`src/rtl/rpb_pkg.sv`:
```
// Shared types and constants for the relay pulse/blink driver.
// No dependencies; imported by every other rtl file.
package rpb_pkg;

    typedef enum logic [2:0] {
        CMD_TICK   = 3'd0,
        CMD_ON     = 3'd1,
        CMD_OFF    = 3'd2,
        CMD_TOGGLE = 3'd3,
        CMD_PULSE  = 3'd4,
        CMD_BLINK  = 3'd5
    } t_cmd;

    typedef enum logic [1:0] {
        REG_RELAY_ENABLED = 2'd0,
        REG_ACTIVE_LOW    = 2'd1,
        REG_INITIAL_ON    = 2'd2,
        REG_MIN_INTERVAL  = 2'd3
    } t_reg_idx;

    localparam int unsigned ADDR_W = 4;

    // Configuration as seen by the core, plus a one-cycle reload of the relay state
    typedef struct packed {
        logic        relay_enabled;
        logic        active_low;
        logic        initial_on;
        logic [31:0] min_interval;
        logic        load_init;
        logic        load_val;
    } t_cfg;

    typedef struct packed {
        logic blinking;
        logic pulsing;
        logic relay_on;
        logic pin_level;
    } t_res;

endpackage

```
`src/rtl/rpb_apb_regs.sv`:
```
// APB configuration registers for the relay driver.
// Depends on rpb_pkg.
module rpb_apb_regs (
    input  logic                       i_clk,
    input  logic                       i_rst_n,
    input  logic                       psel,
    input  logic                       penable,
    input  logic                       pwrite,
    input  logic [rpb_pkg::ADDR_W-1:0] paddr,
    input  logic [31:0]                pwdata,
    output logic [31:0]                prdata,
    output logic                       pready,
    output rpb_pkg::t_cfg              o_cfg
);
    import rpb_pkg::*;

    logic        r_relay_enabled;
    logic        r_active_low;
    logic        r_initial_on;
    logic [31:0] r_min_interval;
    logic        w_wr;
    t_reg_idx    w_idx;

    assign pready = 1'b1;
    assign w_wr   = psel && penable && pwrite;
    assign w_idx  = t_reg_idx'(paddr[ADDR_W-1:2]);

    always_ff @(posedge i_clk) begin
        if (!i_rst_n) begin
            r_relay_enabled <= 1'b1;
            r_active_low    <= 1'b0;
            r_initial_on    <= 1'b0;
            r_min_interval  <= 32'd0;
        end else if (w_wr) begin
            case (w_idx)
                REG_RELAY_ENABLED: r_relay_enabled <= pwdata[0];
                REG_ACTIVE_LOW:    r_active_low    <= pwdata[0];
                REG_INITIAL_ON:    r_initial_on    <= pwdata[0];
                REG_MIN_INTERVAL:  r_min_interval  <= pwdata;
                default: ;
            endcase
        end
    end

    always_comb begin
        case (w_idx)
            REG_RELAY_ENABLED: prdata = {31'd0, r_relay_enabled};
            REG_ACTIVE_LOW:    prdata = {31'd0, r_active_low};
            REG_INITIAL_ON:    prdata = {31'd0, r_initial_on};
            REG_MIN_INTERVAL:  prdata = r_min_interval;
            default:           prdata = 32'd0;
        endcase
    end

    // writing initial_on re-initialises the relay state, only with a pin present
    always_comb begin
        o_cfg.relay_enabled = r_relay_enabled;
        o_cfg.active_low    = r_active_low;
        o_cfg.initial_on    = r_initial_on;
        o_cfg.min_interval  = r_min_interval;
        o_cfg.load_init     = w_wr && (w_idx == REG_INITIAL_ON) && r_relay_enabled;
        o_cfg.load_val      = pwdata[0];
    end

endmodule

```
`src/rtl/rpb_core.sv`:
```
// Relay state, millisecond clock and pulse/blink timers; one command per step.
// Depends on rpb_pkg.
module rpb_core (
    input  logic          i_clk,
    input  logic          i_rst_n,
    input  rpb_pkg::t_cfg i_cfg,
    input  logic          i_step,
    input  logic [2:0]    i_cmd,
    input  logic [31:0]   i_dur,
    input  logic [31:0]   i_off,
    input  logic [7:0]    i_rep,
    output rpb_pkg::t_res o_res
);
    import rpb_pkg::*;

    logic [31:0] r_time, n_time;
    logic [31:0] r_time_inc, n_time_inc;   // always r_time + 1
    logic [31:0] r_last, n_last;
    logic        r_relay, n_relay;
    logic        r_pulse, n_pulse;
    logic [31:0] r_pstart, n_pstart;
    logic [31:0] r_plen, n_plen;
    logic        r_blink, n_blink;
    logic [31:0] r_mark, n_mark;
    logic [31:0] r_on, n_on;
    logic [31:0] r_offt, n_offt;
    logic [7:0]  r_target, n_target;
    logic [7:0]  r_done, n_done;

    always_comb begin
        logic [31:0] t;
        logic        guard, guard2, sw1, rs, no_guard;
        logic [7:0]  cnt1;

        n_time     = r_time;
        n_time_inc = r_time_inc;
        n_last     = r_last;
        n_relay    = r_relay;
        n_pulse    = r_pulse;
        n_pstart   = r_pstart;
        n_plen     = r_plen;
        n_blink    = r_blink;
        n_mark     = r_mark;
        n_on       = r_on;
        n_offt     = r_offt;
        n_target   = r_target;
        n_done     = r_done;

        t        = (i_cmd == CMD_TICK) ? r_time_inc : r_time;
        no_guard = (i_cfg.min_interval == 32'd0);
        guard    = no_guard || ((t - r_last) >= i_cfg.min_interval);
        guard2   = guard;
        sw1      = 1'b0;
        rs       = r_relay;
        cnt1     = r_done + 8'd1;

        if (i_step) begin
            if (i_cmd == CMD_TICK) begin
                n_time     = r_time_inc;
                n_time_inc = r_time_inc + 32'd1;
                if (i_cfg.relay_enabled) begin
                    if (r_pulse && ((t - r_pstart) >= r_plen)) begin
                        n_pulse = 1'b0;
                        if (guard) begin
                            rs     = 1'b0;
                            n_last = t;
                            sw1    = 1'b1;
                        end
                    end
                    // a switch just taken leaves zero elapsed time for the next one
                    guard2 = sw1 ? no_guard : guard;
                    if (r_blink) begin
                        if (rs) begin
                            if ((t - r_mark) >= r_on) begin
                                if (guard2) begin
                                    rs     = 1'b0;
                                    n_last = t;
                                end
                                n_mark = t;
                            end
                        end else if ((t - r_mark) >= r_offt) begin
                            n_done = cnt1;
                            if ((r_target != 8'd0) && (cnt1 >= r_target)) begin
                                n_blink = 1'b0;
                            end else begin
                                if (guard2) begin
                                    rs     = 1'b1;
                                    n_last = t;
                                end
                                n_mark = t;
                            end
                        end
                    end
                    n_relay = rs;
                end
            end else if (i_cfg.relay_enabled) begin
                case (i_cmd)
                    CMD_ON, CMD_OFF, CMD_TOGGLE: begin
                        n_pulse = 1'b0;
                        n_blink = 1'b0;
                        if (guard) begin
                            n_last = t;
                            if (i_cmd == CMD_ON)       n_relay = 1'b1;
                            else if (i_cmd == CMD_OFF) n_relay = 1'b0;
                            else                       n_relay = ~r_relay;
                        end
                    end
                    CMD_PULSE: begin
                        if (i_dur != 32'd0) begin
                            n_blink  = 1'b0;
                            n_pulse  = 1'b1;
                            n_pstart = t;
                            n_plen   = i_dur;
                            if (guard) begin
                                n_relay = 1'b1;
                                n_last  = t;
                            end
                        end
                    end
                    CMD_BLINK: begin
                        if ((i_dur != 32'd0) && (i_off != 32'd0)) begin
                            n_pulse  = 1'b0;
                            n_on     = i_dur;
                            n_offt   = i_off;
                            n_target = i_rep;
                            n_done   = 8'd0;
                            n_blink  = 1'b1;
                            n_mark   = t;
                            if (guard) begin
                                n_relay = 1'b1;
                                n_last  = t;
                            end
                        end
                    end
                    default: ;
                endcase
            end
        end

        if (i_cfg.load_init) begin
            n_relay = i_cfg.load_val;
        end

        o_res.pin_level = i_cfg.relay_enabled && (n_relay ^ i_cfg.active_low);
        o_res.relay_on  = n_relay;
        o_res.pulsing   = n_pulse;
        o_res.blinking  = n_blink;
    end

    always_ff @(posedge i_clk) begin
        if (!i_rst_n) begin
            r_time     <= 32'd0;
            r_time_inc <= 32'd1;
            r_last     <= 32'd0;
            r_relay    <= 1'b0;
            r_pulse    <= 1'b0;
            r_pstart   <= 32'd0;
            r_plen     <= 32'd0;
            r_blink    <= 1'b0;
            r_mark     <= 32'd0;
            r_on       <= 32'd0;
            r_offt     <= 32'd0;
            r_target   <= 8'd0;
            r_done     <= 8'd0;
        end else begin
            r_time     <= n_time;
            r_time_inc <= n_time_inc;
            r_last     <= n_last;
            r_relay    <= n_relay;
            r_pulse    <= n_pulse;
            r_pstart   <= n_pstart;
            r_plen     <= n_plen;
            r_blink    <= n_blink;
            r_mark     <= n_mark;
            r_on       <= n_on;
            r_offt     <= n_offt;
            r_target   <= n_target;
            r_done     <= n_done;
        end
    end

    a_time_inc: assert property (@(posedge i_clk) disable iff (!i_rst_n)
        r_time_inc == r_time + 32'd1)
        else $error("time increment shadow out of step");

    a_tick_adv: assert property (@(posedge i_clk) disable iff (!i_rst_n)
        (i_step && (i_cmd == CMD_TICK)) |=> (r_time == $past(r_time) + 32'd1))
        else $error("tick did not advance time by one");

    a_excl: assert property (@(posedge i_clk) disable iff (!i_rst_n)
        !(r_pulse && r_blink))
        else $error("pulse and blink active together");

endmodule

```
`src/rtl/relay_pulse_blink_driver_top.sv`:
```
// Relay pulse/blink driver: input stage, core, result stage and APB registers.
// Commands wait in the input stage; each core step registers its result onto o_m_tdata.
// Throughput: one command per cycle unless stalled, from the core's single-pass update.
// Reset (synchronous, active low): clock, timers and relay state to zero,
// relay enabled, polarity active high, guard interval zero; both stages empty.
// Depends on rpb_pkg, rpb_apb_regs and rpb_core.
module relay_pulse_blink_driver_top (
    input  logic                       i_clk,
    input  logic                       i_rst_n,
    input  logic                       i_s_tvalid,
    output logic                       o_s_tready,
    // duration [31:0], off_duration [63:32], repeat_count [71:64]
    input  logic [71:0]                i_s_tdata,
    // command [2:0]
    input  logic [2:0]                 i_s_tuser,
    output logic                       o_m_tvalid,
    input  logic                       i_m_tready,
    // pin_level [0], relay_on [1], pulsing [2], blinking [3], zero [7:4]
    output logic [7:0]                 o_m_tdata,
    input  logic                       psel,
    input  logic                       penable,
    input  logic                       pwrite,
    input  logic [rpb_pkg::ADDR_W-1:0] paddr,
    input  logic [31:0]                pwdata,
    output logic [31:0]                prdata,
    output logic                       pready
);
    import rpb_pkg::*;

    t_cfg        w_cfg;
    t_res        w_res;
    logic        w_adv;
    logic        w_step;
    logic        r_in_valid;
    logic [2:0]  r_in_cmd;
    logic [71:0] r_in_data;
    logic        r_out_valid;
    t_res        r_out;

    rpb_apb_regs u_regs (
        .i_clk   (i_clk),
        .i_rst_n (i_rst_n),
        .psel    (psel),
        .penable (penable),
        .pwrite  (pwrite),
        .paddr   (paddr),
        .pwdata  (pwdata),
        .prdata  (prdata),
        .pready  (pready),
        .o_cfg   (w_cfg)
    );

    assign w_adv      = !r_out_valid || i_m_tready;
    assign w_step     = r_in_valid && w_adv;
    assign o_s_tready = !r_in_valid || w_adv;

    rpb_core u_core (
        .i_clk   (i_clk),
        .i_rst_n (i_rst_n),
        .i_cfg   (w_cfg),
        .i_step  (w_step),
        .i_cmd   (r_in_cmd),
        .i_dur   (r_in_data[31:0]),
        .i_off   (r_in_data[63:32]),
        .i_rep   (r_in_data[71:64]),
        .o_res   (w_res)
    );

    always_ff @(posedge i_clk) begin
        if (!i_rst_n) begin
            r_in_valid  <= 1'b0;
            r_out_valid <= 1'b0;
        end else begin
            if (o_s_tready) r_in_valid  <= i_s_tvalid;
            if (w_adv)      r_out_valid <= r_in_valid;
        end
    end

    always_ff @(posedge i_clk) begin
        if (i_s_tvalid && o_s_tready) begin
            r_in_cmd  <= i_s_tuser;
            r_in_data <= i_s_tdata;
        end
        if (w_step) r_out <= w_res;
    end

    assign o_m_tvalid = r_out_valid;
    assign o_m_tdata  = {4'd0, r_out};

    a_in_hold: assert property (@(posedge i_clk) disable iff (!i_rst_n)
        (r_in_valid && !w_adv) |=> (r_in_valid && $stable(r_in_data) && $stable(r_in_cmd)))
        else $error("stalled command lost from input stage");

    a_out_src: assert property (@(posedge i_clk) disable iff (!i_rst_n)
        $rose(r_out_valid) |-> $past(w_step))
        else $error("result appeared without a core step");

endmodule

```
`config.mk`:
```
export PLATFORM = sky130hd
export DESIGN_NAME = relay_pulse_blink_driver_top
export DESIGN_NICKNAME = d
export VERILOG_FILES = /design/src/rtl/rpb_pkg.sv /design/src/rtl/rpb_apb_regs.sv /design/src/rtl/rpb_core.sv /design/src/rtl/relay_pulse_blink_driver_top.sv
export SDC_FILE = /design/constraint.sdc
export NUM_CORES = 1
export LEC_CHECK = 0
export ABC_AREA = 1
export ABC_CLOCK_PERIOD_IN_PS = 12200
export BUFFER_PORTS_ARGS = -buffer_cell sky130_fd_sc_hd__buf_2
export CAP_MARGIN = 10
export CORE_UTILIZATION = 25
export DETAILED_ROUTE_END_ITERATION = 16
export PLACE_DENSITY = 0.36
export SYNTH_ARGS = -nofsm -noshare
export SYNTH_HDL_FRONTEND = slang
export SYNTH_SLANG_ARGS = --single-unit
```
`constraint.sdc`:
```
create_clock -name i_clk -period 12.2 [get_ports i_clk]
set_clock_uncertainty 0.05 [all_clocks]
set_input_delay 2.44 -clock i_clk [delete_from_list [all_inputs] [get_ports i_clk]]
set_output_delay 2.44 -clock i_clk [all_outputs]
set_load 0.01 [all_outputs]
```
==> impl_metrics.toml <==
[sta]
setup_viol = 0
drv_slew = 0
final_hold_viol_count = 0
worstMarginPinSlew_ns = 1.06
layout_min_cycle_time_ns = 8.56
rsz0062_at_grt = "no"
fin_crit_sh_pct = 70.2
fin_setup_tns_ns = 0
slew_headroom_pct = 29.4
fmax_ghz = 0.117

[worst_setup_path]
rr_worst_depth = 33
critPathLaunchType = "flop"
r2r-start = "r_in_cmd[1]$_DFFE_PP_"
worstReg2RegEnd = "u_core.r_last[6]$_SDFFE_PN0P_"
cp-end-kind = "flop"
critPathRequiredTime_ns = 12.70
worstPathArrival_ns = 9.07
r2r_slack_ns = 3.64
crit_slowest_cell = "nand3_2"
cpMostUsedCell = "a21oi_1"
path_max_fanout = 59
cp_slowest_stage_delay_ns = 0.80
critPathKind = "reg2reg"

[logic_synthesis]
ys_async_sr_fraction_pct = 0
ys_seq_area_share_pct = 35.7
synth_top_area_share_pct = 25.8
synthTopCellsByCount = "a21oi_1 (469), inv_1 (438), nand2_1 (416), o21ai_0 (374), dfxtp_1 (312)"
synth_edf_count = 79
yosys.area.top_type = "dfxtp_1"
synth_cell_types = 53
ys_warn_count = 0
netlist_area_sq_um = 24200
ys.flop_type = "dfxtp_1"
synth_area_per_cell_sq_um = 7.40
ys_ff_latch = 391
yosys-top-cells-area = "dfxtp_1 (26%), ha_1 (12%), edfxtp_1 (9.8%)"
yosysMostFrequentCell = "a21oi_1"
synth_cells = 3266

[detailed_routing]
ant_nets = 0
drt_first_pass_iters = 4
drtIter0Drc = 1121
drt-wirelength-per-cell_um = 16.8
wl_um = 78500
vias = 21400
drc = 0
post_drt_via_cell_ratio = 4.58

[floorplan]
dieArea_sq_um = 97900
fp.dieH_um = 313
ios = 161
rows = 113
initial_core_util_pct = 25.3
die_w_um = 313
core-area_sq_um = 95400

[clock_tree]
cts_tree = "done"
clockBufferDepth = 3
cts_made_buffers = 53
cts-htree-levels = 2
insertion_delay_ns = 0.64
holdBufCountCts = 0
ctsResizeCount = 0
cts_root_buf = "clkbuf_16"
post-cts-setup-buffers = 0
clock-sinks = 391
clk_pin_slew_ns = 0.06

[job]
maxCapViolCount = 0

[finish]
seq_area_sq_um = 8620
fill_cells = 10500
final_nets = 3714
area_growth_pct = 15.3
multiInputGateArea_sq_um = 13300
drive_gt1_share_pct = 9.25
finalNonFillerCells = 4670

[hold_path]
holdPathStages = 2
hold_class = "reg2reg"
holdPathEnd = "u_core.r_offt[24]$_SDFFE_PN0P_"
hold_path_startpoint = "u_core.r_offt[24]$_SDFFE_PN0P_"

[power]
p_leak_uw = 0.0121
power_density_nw_per_um2 = 147
peakVddDrop_v = 0.000101

[place]
port_buffers = 153
gp_congestion = 0.828
placed_cells = 4572
place_hpwl_um = 58100

[global_route]
overflow = 0
grt_pass1_vias = 21100
grt_max_degree = 112
gr-usage-all-layers_pct = 16.0
grt_pass1_wl_um = 123000
antenna_found_initial = 2

[status]
status = "completed"
## area by class of cell
type,count,share of cell area [%]
clock buffers,72,5.31
diodes,1,0.00898
clock inverters,25,0.781
flip-flops and latches,391,30.9
repair buffers,177,3.42
well taps,1265,5.68
multi-input cells,2275,47.6
inverters,464,6.26
## layer usage
layer  vias to the layer above  track usage (%)  wire length [um]
li1                      11300                -                 -
met1                      9795             21.8             38100
met5                         -                0                 0
met2                       253             26.2             36100
met3                        88             2.36              2460
met4                         0             4.28              1860
## state kept, by name (all words and copies together) (netlist names), 3 cells and up
name	flops
r_in_data	72
u_core.r_last	32
u_core.r_mark	32
u_core.r_offt	32
u_core.r_on	32
u_core.r_plen	32
u_core.r_pstart	32
u_core.r_time	32
u_core.r_time_inc	32
u_regs.r_min_interval	32
u_core.r_done	8
u_core.r_target	8
o_m_tdata	4
r_in_cmd	3
## layout by cell type (no fill, tap or decap), types with 6 or more instances in the layout
| master | netlist | final |
|---|---|---|
| inv_2 | 22 | 26 |
| dfxtp_1 | 312 | 312 |
| xor2_1 | 63 | 63 |
| o21a_1 | 16 | 16 |
| nor3_1 | 49 | 49 |
| a211oi_1 | 35 | 35 |
| clkbuf_1 | 100 | 12 |
| o21ai_0 | 374 | 374 |
| a21o_1 | 8 | 8 |
| clkinv_1 | 4 | 11 |
| edfxtp_1 | 79 | 79 |
| nand4_1 | 34 | 34 |
| buf_4 | 5 | 24 |
| clkbuf_8 | 0 | 6 |
| o2111ai_1 | 28 | 28 |
| nand2_1 | 416 | 416 |
| xnor2_1 | 35 | 35 |
| clkbuf_16 | 0 | 54 |
| nor2_1 | 281 | 280 |
| or2_2 | 6 | 6 |
| ha_1 | 231 | 231 |
| a21oi_1 | 469 | 469 |
| inv_1 | 438 | 435 |
| o31ai_1 | 6 | 6 |
| buf_2 | 11 | 152 |
| nor4_1 | 30 | 30 |
| o211ai_1 | 11 | 11 |
| a31oi_1 | 12 | 12 |
| clkinv_2 | 0 | 10 |
| o21ai_1 | 19 | 19 |
| nand3_1 | 89 | 89 |
| nor2_2 | 8 | 8 |
## per-stage QoR
step | setup WS [ns] | power (uW) | util, % | hold slack [ns] | area (sq um)
after global routing | 2.80 | 4410 | 29.2 | 0.421 | 27900
after floorplan | 6.75 | 2250 | - | 0.383 | 24200
after CTS | 3.61 | 4190 | 29.2 | 0.414 | 27900
final | 3.64 | 4100 | 29.2 | 0.410 | 27900
after global placement | 3.55 | 2600 | 27.4 | 0.406 | 26200
after detailed placement | 3.66 | 2590 | 27.4 | 0.404 | 26200
## cells by family after synthesis
family / after synthesis / share of synthesized area, %
compound gates: 1006 / 22.5
flops: 391 / 35.7
xor+xnor: 98 / 3.55
other cells: 2 / 0.0311
fa+ha+maj: 234 / 12.2
simple gates: 932 / 16.5
buf+inv: 603 / 9.59
## power breakdown
group | total [uW] | switching [uW] | internal, uW
logic | 1150 | 739 | 415
registers | 1400 | 28.6 | 1370
clock network | 1550 | 639 | 909
total | 4100 | 1410 | 2690
## worst max path at each step
stage,start,to,depth (start not counted)
after floorplan,paddr[2],prdata[10],3
after global placement,r_in_cmd[1]$_DFFE_PP_,u_core.r_last[19]$_SDFFE_PN0P_,33
after detailed placement,r_in_cmd[1]$_DFFE_PP_,u_core.r_last[6]$_SDFFE_PN0P_,33
after CTS,r_in_cmd[1]$_DFFE_PP_,u_core.r_last[6]$_SDFFE_PN0P_,33
after global routing,r_in_cmd[1]$_DFFE_PP_,u_core.r_last[19]$_SDFFE_PN0P_,33
final,r_in_cmd[1]$_DFFE_PP_,u_core.r_last[6]$_SDFFE_PN0P_,33
## worst max-delay path: cells and delay by family, from the launching register on
kind	cells	cell delay [ns]
AO/OA/AOI/OAI	13	3.00
AND/OR/NAND/NOR	13	2.83
buffers and inverters	4	1.20
adder cells (fa/ha/maj)	2	0.67
flip-flops	1	0.44
XOR/XNOR	1	0.19
(Power assumes the default switching activity.)
